===== src/design/mcr_pkg.sv =====
`timescale 1ns / 1ps
`default_nettype none
// ----------------------------------------------------------------------------
// mcr_pkg
// Register offsets, reply codes and command decode for the mailbox command
// responder.
// ----------------------------------------------------------------------------
package mcr_pkg;

	localparam int MSG_DEPTH_DEF = 16;
	localparam int TX_SLOTS_DEF  = 8;
	localparam int RX_SLOTS_DEF  = 4;

	localparam logic [9:0] OFS_PAR     = 10'h004;
	localparam logic [9:0] OFS_GIER    = 10'h110;
	localparam logic [9:0] OFS_GCR     = 10'h114;
	localparam logic [9:0] OFS_TCR     = 10'h120;
	localparam logic [9:0] OFS_TSR     = 10'h124;
	localparam logic [9:0] OFS_RCR     = 10'h128;
	localparam logic [9:0] OFS_RSR     = 10'h12C;
	localparam logic [9:0] OFS_TX_BASE = 10'h200;
	localparam logic [9:0] OFS_RX_BASE = 10'h280;

	localparam logic [7:0] REPLY_TAG   = 8'he1;
	localparam logic [7:0] STATUS_OK   = 8'hd6;
	localparam logic [7:0] STATUS_FAIL = 8'h29;

	localparam logic [7:0] CMD_PING     = 8'h01;
	localparam logic [7:0] CMD_A        = 8'h12;
	localparam logic [7:0] CMD_B        = 8'h13;
	localparam logic [7:0] CMD_C        = 8'ha3;
	localparam logic [7:0] CMD_D        = 8'hdf;
	localparam logic [7:0] CMD_E        = 8'hda;
	localparam logic [7:0] CMD_FOUR_A   = 8'hb2;
	localparam logic [7:0] CMD_FOUR_B   = 8'h9d;
	localparam logic [7:0] CMD_THREE    = 8'h97;
	localparam logic [7:0] CMD_RANDOM   = 8'hcd;

	localparam logic ACT_READ  = 1'b0;
	localparam logic ACT_WRITE = 1'b1;

	function automatic logic on_list(input logic [7:0] cmd);
		logic hit;
		hit = (cmd == CMD_PING) || (cmd == CMD_A) || (cmd == CMD_B) ||
			(cmd == CMD_C) || (cmd == CMD_D) || (cmd == CMD_E) ||
			(cmd == CMD_FOUR_A) || (cmd == CMD_FOUR_B) || (cmd == CMD_THREE);
		return hit;
	endfunction

	function automatic logic [2:0] success_words(input logic [7:0] cmd);
		logic [2:0] n;
		if (cmd == CMD_THREE) begin
			n = 3'd3;
		end else if (cmd == CMD_FOUR_A || cmd == CMD_FOUR_B) begin
			n = 3'd4;
		end else begin
			n = 3'd2;
		end
		return n;
	endfunction

endpackage
`default_nettype wire


===== src/design/mailbox_command_responder.sv =====
`timescale 1ns / 1ps
`default_nettype none
// ----------------------------------------------------------------------------
// mailbox_command_responder
// Register-bus mailbox: collects transmit words into a message, answers each
// complete message with a reply in the receive words, keeps control registers.
// ----------------------------------------------------------------------------
//  channel  | signals                                   | direction
//  in       | in_valid, in_stall, action, offset,       | bus access in
//           | write_data                                |
//  out      | out_valid, out_stall, read_data,          | access result out
//           | irq_transmit, irq_receive, bad_access     |
//  cfg      | cfg_we, fake_success                      | register write in
//
// one access per cycle unless out stalls; via input and result registers
// all state but fake_q changes when an access moves from input to result register
// reset clears valid flags, control registers, reply words and the message counter
// a stall on out holds the result register and, once the input register is
// also full, raises in_stall
// ----------------------------------------------------------------------------
module mailbox_command_responder #(
	parameter int MSG_DEPTH = mcr_pkg::MSG_DEPTH_DEF,
	parameter int TX_SLOTS  = mcr_pkg::TX_SLOTS_DEF,
	parameter int RX_SLOTS  = mcr_pkg::RX_SLOTS_DEF
) (
	input  wire logic        clk,
	input  wire logic        arst_n,
	input  wire logic        cfg_we,
	input  wire logic        fake_success,
	input  wire logic        in_valid,
	output logic             in_stall,
	input  wire logic        action,
	input  wire logic [9:0]  offset,
	input  wire logic [31:0] write_data,
	output logic             out_valid,
	input  wire logic        out_stall,
	output logic [31:0]      read_data,
	output logic             irq_transmit,
	output logic             irq_receive,
	output logic             bad_access
);

	localparam int CW  = $clog2(MSG_DEPTH + 1);
	localparam int RXW = $clog2(RX_SLOTS);
	localparam logic [9:0] TX_LAST = 10'(32'(mcr_pkg::OFS_TX_BASE) + (TX_SLOTS - 1) * 4);
	localparam logic [9:0] RX_LAST = 10'(32'(mcr_pkg::OFS_RX_BASE) + (RX_SLOTS - 1) * 4);
	localparam logic [31:0] PAR_VAL = {16'h0, 8'(RX_SLOTS), 8'(TX_SLOTS)};
	localparam logic [31:0] TSR_VAL = 32'((64'd1 << TX_SLOTS) - 64'd1);
	localparam logic [7:0] DEPTH8 = 8'(MSG_DEPTH);

	// configuration
	logic fake_q;

	// input register
	logic        valid_s1;
	logic        action_s1;
	logic [9:0]  offset_s1;
	logic [31:0] data_s1;

	// result register
	logic        valid_s2;
	logic [31:0] rdata_s2;
	logic        irq_tx_s2;
	logic        irq_rx_s2;
	logic        bad_s2;

	// block state
	logic [31:0]   gier_q, gcr_q, tcr_q, rcr_q;
	logic [7:0]    ver_q, cmd_q;
	logic [CW-1:0] count_q, len_q;
	logic [31:0]   reply_q [4];
	logic [3:0]    full_q;

	// next state
	logic [31:0]   gier_d, gcr_d, tcr_d, rcr_d;
	logic [7:0]    ver_d, cmd_d;
	logic [CW-1:0] count_d, len_d;
	logic [31:0]   reply_d [4];
	logic [3:0]    full_d;
	logic [31:0]   rdata_d;
	logic          bad_d;

	logic          adv;
	logic          tx_hit, rx_hit, first, done, ok;
	logic [9:0]    rx_off;
	logic [RXW-1:0] rx_idx;
	logic [7:0]    size8;
	logic [CW-1:0] len_new, len_use, count_inc;
	logic [2:0]    words;

	assign adv      = valid_s1 && (!valid_s2 || !out_stall);
	assign in_stall = valid_s1 && !adv;

	assign out_valid    = valid_s2;
	assign read_data    = rdata_s2;
	assign irq_transmit = irq_tx_s2;
	assign irq_receive  = irq_rx_s2;
	assign bad_access   = bad_s2;

	always_comb begin
		tx_hit    = (offset_s1 >= mcr_pkg::OFS_TX_BASE) && (offset_s1 <= TX_LAST);
		rx_hit    = (offset_s1 >= mcr_pkg::OFS_RX_BASE) && (offset_s1 <= RX_LAST);
		rx_off    = offset_s1 - mcr_pkg::OFS_RX_BASE;
		rx_idx    = rx_off[RXW+1:2];
		first     = (count_q == '0);
		size8     = data_s1[15:8];
		if (size8 == 8'd0) begin
			len_new = CW'(1);
		end else if (size8 > DEPTH8) begin
			len_new = CW'(MSG_DEPTH);
		end else begin
			len_new = CW'(size8);
		end
		len_use   = first ? len_new : len_q;
		count_inc = count_q + CW'(1);
		done      = (count_inc >= len_use);

		gier_d  = gier_q;
		gcr_d   = gcr_q;
		tcr_d   = tcr_q;
		rcr_d   = rcr_q;
		ver_d   = ver_q;
		cmd_d   = cmd_q;
		count_d = count_q;
		len_d   = len_q;
		reply_d = reply_q;
		full_d  = full_q;
		rdata_d = '0;
		bad_d   = 1'b0;

		if (first) begin
			ver_d = data_s1[7:0];
			cmd_d = data_s1[23:16];
		end
		ok    = fake_q || mcr_pkg::on_list(cmd_d) || (cmd_d == mcr_pkg::CMD_RANDOM);
		words = ok ? mcr_pkg::success_words(cmd_d) : 3'd2;

		if (action_s1 == mcr_pkg::ACT_WRITE) begin
			if (tx_hit) begin
				len_d = len_use;
				if (!first) begin
					ver_d = ver_q;
					cmd_d = cmd_q;
				end
				if (done) begin
					count_d    = '0;
					reply_d[0] = {mcr_pkg::REPLY_TAG, cmd_d, 5'd0, words, ver_d};
					reply_d[1] = {24'd0, ok ? mcr_pkg::STATUS_OK : mcr_pkg::STATUS_FAIL};
					if (words >= 3'd3) begin
						reply_d[2] = '0;
					end
					if (words == 3'd4) begin
						reply_d[3] = '0;
					end
					unique case (words)
						3'd3:    full_d = 4'b0111;
						3'd4:    full_d = 4'b1111;
						default: full_d = 4'b0011;
					endcase
				end else begin
					count_d = count_inc;
				end
			end else if (offset_s1 == mcr_pkg::OFS_GIER) begin
				gier_d = data_s1;
			end else if (offset_s1 == mcr_pkg::OFS_GCR) begin
				gcr_d = data_s1;
			end else if (offset_s1 == mcr_pkg::OFS_TCR) begin
				tcr_d = data_s1;
			end else if (offset_s1 == mcr_pkg::OFS_RCR) begin
				rcr_d = data_s1;
			end else begin
				bad_d = 1'b1;
			end
		end else begin
			ver_d = ver_q;
			cmd_d = cmd_q;
			if (offset_s1 == mcr_pkg::OFS_PAR) begin
				rdata_d = PAR_VAL;
			end else if (offset_s1 == mcr_pkg::OFS_TSR) begin
				rdata_d = TSR_VAL;
			end else if (offset_s1 == mcr_pkg::OFS_RSR) begin
				rdata_d = {28'd0, full_q};
			end else if (offset_s1 == mcr_pkg::OFS_GIER) begin
				rdata_d = gier_q;
			end else if (offset_s1 == mcr_pkg::OFS_GCR) begin
				rdata_d = gcr_q;
			end else if (offset_s1 == mcr_pkg::OFS_TCR) begin
				rdata_d = tcr_q;
			end else if (offset_s1 == mcr_pkg::OFS_RCR) begin
				rdata_d = rcr_q;
			end else if (rx_hit) begin
				// receive words from index four up are never filled and read zero
				if (32'(rx_idx) < 4) begin
					rdata_d = reply_q[rx_idx[1:0]];
					full_d[rx_idx[1:0]] = 1'b0;
				end
			end else begin
				bad_d = 1'b1;
			end
		end
	end

	always_ff @(posedge clk or negedge arst_n) begin
		if (!arst_n) begin
			fake_q <= 1'b0;
		end else if (cfg_we) begin
			fake_q <= fake_success;
		end
	end

	always_ff @(posedge clk or negedge arst_n) begin
		if (!arst_n) begin
			valid_s1 <= 1'b0;
			valid_s2 <= 1'b0;
		end else begin
			if (!in_stall) begin
				valid_s1 <= in_valid;
			end
			if (adv) begin
				valid_s2 <= 1'b1;
			end else if (!out_stall) begin
				valid_s2 <= 1'b0;
			end
		end
	end

	always_ff @(posedge clk) begin
		if (!in_stall && in_valid) begin
			action_s1 <= action;
			offset_s1 <= offset;
			data_s1   <= write_data;
		end
		if (adv) begin
			rdata_s2  <= rdata_d;
			irq_tx_s2 <= tcr_d[0];
			irq_rx_s2 <= full_d[0] & rcr_d[0];
			bad_s2    <= bad_d;
			ver_q     <= ver_d;
			cmd_q     <= cmd_d;
		end
	end

	always_ff @(posedge clk or negedge arst_n) begin
		if (!arst_n) begin
			gier_q  <= '0;
			gcr_q   <= '0;
			tcr_q   <= '0;
			rcr_q   <= '0;
			count_q <= '0;
			len_q   <= '0;
			full_q  <= '0;
			for (int i = 0; i < 4; i++) begin
				reply_q[i] <= '0;
			end
		end else if (adv) begin
			gier_q  <= gier_d;
			gcr_q   <= gcr_d;
			tcr_q   <= tcr_d;
			rcr_q   <= rcr_d;
			count_q <= count_d;
			len_q   <= len_d;
			full_q  <= full_d;
			reply_q <= reply_d;
		end
	end

	a_count_below_len: assert property (@(posedge clk) disable iff (!arst_n)
		(count_q == '0) || (count_q < len_q))
		else $error("message counter beyond message length");

	a_len_in_range: assert property (@(posedge clk) disable iff (!arst_n)
		len_q <= CW'(MSG_DEPTH))
		else $error("message length above buffer depth");

	a_adv_loads_result: assert property (@(posedge clk) disable iff (!arst_n)
		adv |=> valid_s2)
		else $error("transfer into result register lost");

	a_irq_tx_matches: assert property (@(posedge clk) disable iff (!arst_n)
		valid_s2 |-> (irq_tx_s2 == tcr_q[0]))
		else $error("transmit interrupt out of step with control register");

	a_irq_rx_matches: assert property (@(posedge clk) disable iff (!arst_n)
		valid_s2 |-> (irq_rx_s2 == (full_q[0] & rcr_q[0])))
		else $error("receive interrupt out of step with full bits");

endmodule
`default_nettype wire

===== config.mk =====
export PLATFORM = sky130hd
export DESIGN_NAME = mailbox_command_responder
export DESIGN_NICKNAME = d
export VERILOG_FILES = /design/src/design/mcr_pkg.sv /design/src/design/mailbox_command_responder.sv
export SDC_FILE = /design/constraint.sdc
export NUM_CORES = 1
export LEC_CHECK = 0
export BUFFER_PORTS_ARGS = -buffer_cell sky130_fd_sc_hd__clkbuf_2
export CAP_MARGIN = 40
export CORE_MARGIN = 4
export CORE_UTILIZATION = 55
export DETAILED_ROUTE_END_ITERATION = 7
export GPL_ROUTABILITY_DRIVEN = 0
export PLACE_DENSITY = 0.74
export SETUP_SLACK_MARGIN = 0.05
export SYNTH_ARGS = -nofsm -noshare
export SYNTH_HDL_FRONTEND = slang
export SYNTH_SLANG_ARGS = --single-unit

===== constraint.sdc =====
create_clock -name clk -period 8.4 [get_ports clk]
set_input_delay 0.42 -clock clk [delete_from_list [all_inputs] [get_ports clk]]
set_output_delay 0.42 -clock clk [all_outputs]
set_load 0.05 [all_outputs]

==> metrics.md <==
| Metric | Value |
|---|---|
| Crit-path max FO | 29 |
| Wire per inst | 21.74 µm |
| P_leak | around 5.7 nW |
| Reg2Reg Setup Slack | approximately 4000 ps |
| Clk_skew | between 20 and 25 ps |
| CTS resizes | 0 |
| Worst vdd ir | 0.0001396 V |
| Worst Path Required | between 8000 and 9000 ps |
| # rows | between 50 and 60 |
| Run status | completed |
| Synth Instances | 887 |
| Number of I/O pins | 86 |
| CP endpoint kind | flop |
| Synth Flop Type | dfrtp_1 |
| Setup-failing EPs final | 0 |
| Clk sink count | 261 |
| Die Wd | 152.4 µm |
| Vias in the first global route | 8076 |
| Commonest non-fill, non-tap cell in the layout | dfrtp_1 |
| Register area share after synthesis | between 60% and 70% |
| Hold WS | a little over 50 ps |
| Synth Net Count | 943 |
| Syn_area_per_cell | roughly 13 µm² |
| Num CTS Buffers | 26 |
| Max incr delay on CP | 930 ps |
| Slowest cell on crit path | or4b_2 |
| CTS HTree Levels | 1 |
| Period minus WS final | about 4400 ps |
| Drt drc | 0 |
| Area Overhead vs Synth | 13.64% |
| DRT Wirelength | approximately 27000 µm |
| Gr usage total | roughly a quarter |
| Clock Path Buffers | 3 |
| Initial Utilization | between 50% and 60% |
| Post-synthesis async set-or-reset flop share | ~64% |
| Worst Path Class, Setup | reg -> reg |
| Final net count | about 1.0k |
| Layout cells sized above 1 | roughly 28% |
| Unrepaired setup endpoints after global routing | no |
| Die area | around 0.023 mm² |
| Number of synthesized flops with an enable pin | between 90 and 100 |
| Min-delay worst type | in -> reg |
| PwrDens | ~220 mW/mm² |
| Vias/cell | a little over 6 |
| Final Max Tran Viols | 0 |
| Skew-Pair Late Insertion Delay | about 540 ps |
| HPWL after DPL | ~17000 µm |
| Max-slew headroom at the worst pin | slightly below 40% |
| Yosys reg bits | 261 |
| Crit path cell chain | inv_1, ha_1, or4b_2, nor2_1, a22oi_1, ha_1, nand2_1, o21ai_0, a31oi_1, nor2_2, buf_8, mux2_2 |
| Vias | 7812 |
| Remaining Overflow, GRT | 0 |
| First-pass GRT wire length | 44590 µm |
| First-pass iteration count of the detailed router | 6 |
| Synth cell types | 68 |
| Root buf cell | clkbuf_16 |
| # fillers | 1563 |
| Most Frequent Cell on Critical Path | ha_1 |
| Startpoint types | flop |
| Setup_tns | 0 ps |
| Fmax | roughly 0.23 GHz |
| Final number of hold-violating endpoints | 0 |
| Worst Tran Pin Value | about 910 ps |
| Data arrival, critical path | ~4800 ps |
| Iter 0 DRT Violations | ~800 |
| Die H | 152.4 µm |
| Register Area | 0.007002 mm² |
| Power, Total | 2.837 mW |
| Post-route ant nets | 0 |
| Largest net degree at the start of global routing | between 50 and 60 |
| Clk slew on worst S/H paths | around 60 ps |
| Initial antenna violation count | 0 |
| Total of max-cap violations | 0 |
| Multi-input logic area | around 0.0042 mm² |
| Worst path top cell family by delay | simple AND/OR/NAND/NOR gates |
| Final period utilization | between 50% and 60% |
| Cell area after synthesis | approximately 0.011 mm² |
| Most frequent cells in the layout | dfrtp_1 (167), mux2_2 (114), nand2_1 (98), edfxtp_1 (94), clkbuf_2 (84) |
| Ant. Diodes | 0 |
| CTS tree | done |
| Bufs and invs on worst path | 2 |
| Core area | roughly 0.020 mm² |
| YS warnings | 0 |
| Port bufs | 85 |
[layer usage]
layer  vias up  global-route usage (%)  routed length (µm)
met5         -                       0                   0
met4         0                   8.273                 794
met3        55                   4.374                2062
met2       328                   35.56               12430
met1      3921                   34.78               11990
li1       3508                       -                   -
[Yosys cell counts (4+ instances only)]
| cell | number | area (µm²) |
|---|---|---|
| nand2b_1 | 9 | 56.30 |
| mux2_2 | 114 | 1284 |
| mux2_1 | 37 | 416.7 |
| a211oi_1 | 4 | 30.03 |
| edfxtp_1 | 94 | 2823 |
| a21oi_1 | 32 | 160.2 |
| a31oi_1 | 16 | 100.1 |
| a222oi_1 | 13 | 130.1 |
| xnor2_1 | 4 | 35.03 |
| a22oi_1 | 17 | 127.6 |
| a221oi_1 | 10 | 87.58 |
| a21o_1 | 6 | 45.04 |
| nand4_1 | 6 | 37.54 |
| clkbuf_1 | 40 | 150.1 |
| dfrtp_1 | 167 | 4179 |
| a311oi_1 | 4 | 35.03 |
| nand3_1 | 13 | 65.06 |
| and2_1 | 6 | 37.54 |
| buf_2 | 10 | 50.05 |
| nand4b_1 | 7 | 61.31 |
| a2111oi_0 | 6 | 52.55 |
| or4_1 | 4 | 30.03 |
| nor2_1 | 17 | 63.81 |
| nand3b_1 | 4 | 30.03 |
| inv_1 | 13 | 48.80 |
| nor2b_1 | 6 | 37.54 |
| ha_1 | 7 | 87.58 |
| nor4_1 | 9 | 56.30 |
| nor3_1 | 16 | 80.08 |
| o21ai_0 | 39 | 195.2 |
| nand2_1 | 98 | 367.9 |
[kinds of logic (layout without fill, tap and decap cells)]
family,after synthesis,in the layout,share of synthesized area (%)
AOI/OAI and AO/OA,172,172,10.39
buffers and inverters,68,166,2.530
DFF,261,261,61.03
muxes,152,152,14.91
and+or+nand+nor,222,222,10.00
adders and majority gates,7,7,0.7633
xor gates and xnor gates,5,5,0.3817
[state kept, by name, indices dropped and copies added, names as in the netlist, 4 cells and up]
register   flops
data_s1       32
gcr_q         32
gier_q        32
rcr_q         32
read_data     32
tcr_q         32
reply_q       22
offset_s1     10
cmd_q          8
ver_q          8
count_q        5
len_q          5
full_q         4
[where the power goes]
part | switching, mW | total, mW | leakage, nW | internal [mW]
Combinational | 0.184 | 0.272 | 2.14 | 0.0877
Clock | 0.485 | 1.10 | 0.392 | 0.619
Sequential | 0.0637 | 1.46 | 3.21 | 1.40
[worst paths after layout]
kind / depth (start not counted) / startpoint / end
max in group asynchronous: 5 / arst_n / reply_q[113]
hold / removal: 1 / write_data[12] / data_s1[12]
min in group asynchronous: 2 / arst_n / rcr_q[5]
hold reg to reg: 1 / gier_q[22] / gier_q[22]
setup / recovery: 12 / count_q[0] / reply_q[102]
setup reg to reg: 12 / count_q[0] / reply_q[102]
[through the flow]
stage,cell area (µm²),utilization (%),std cells,worst slack [ps]
floorplan,11470,-,887,2607
global placement,12130,59.55,1200,4076
detailed placement,12230,60.04,1206,4084
CTS,13040,64.03,1255,4053
global route,13040,64.03,1255,3766
finish,13040,64.03,1255,4006
[worst register-to-register path, delay by kind of cell (launching register included)]
family | cells | cell delay (ps)
AND/OR/NAND/NOR | 4 | 1920
AO/OA/AOI/OAI | 3 | 750
adder cells (fa/ha/maj) | 2 | 510
flip-flops | 1 | 440
multiplexers | 1 | 350
buffers and inverters | 2 | 320
[layout make-up]
class | count | area share [%]
multi-input combinational | 558 | 32.28
sequential | 261 | 53.70
clock buffer | 35 | 5.403
timing repair buffer | 105 | 4.904
tap | 270 | 2.591
inverter | 13 | 0.3742
clock inverter | 13 | 0.7485
[repair_timing]
action	in CTS	in global routing
buffers inserted	0	0
hold buffers	1	0
endpoints found under the hold margin	49	0
Power figures use the tool's default switching activity.
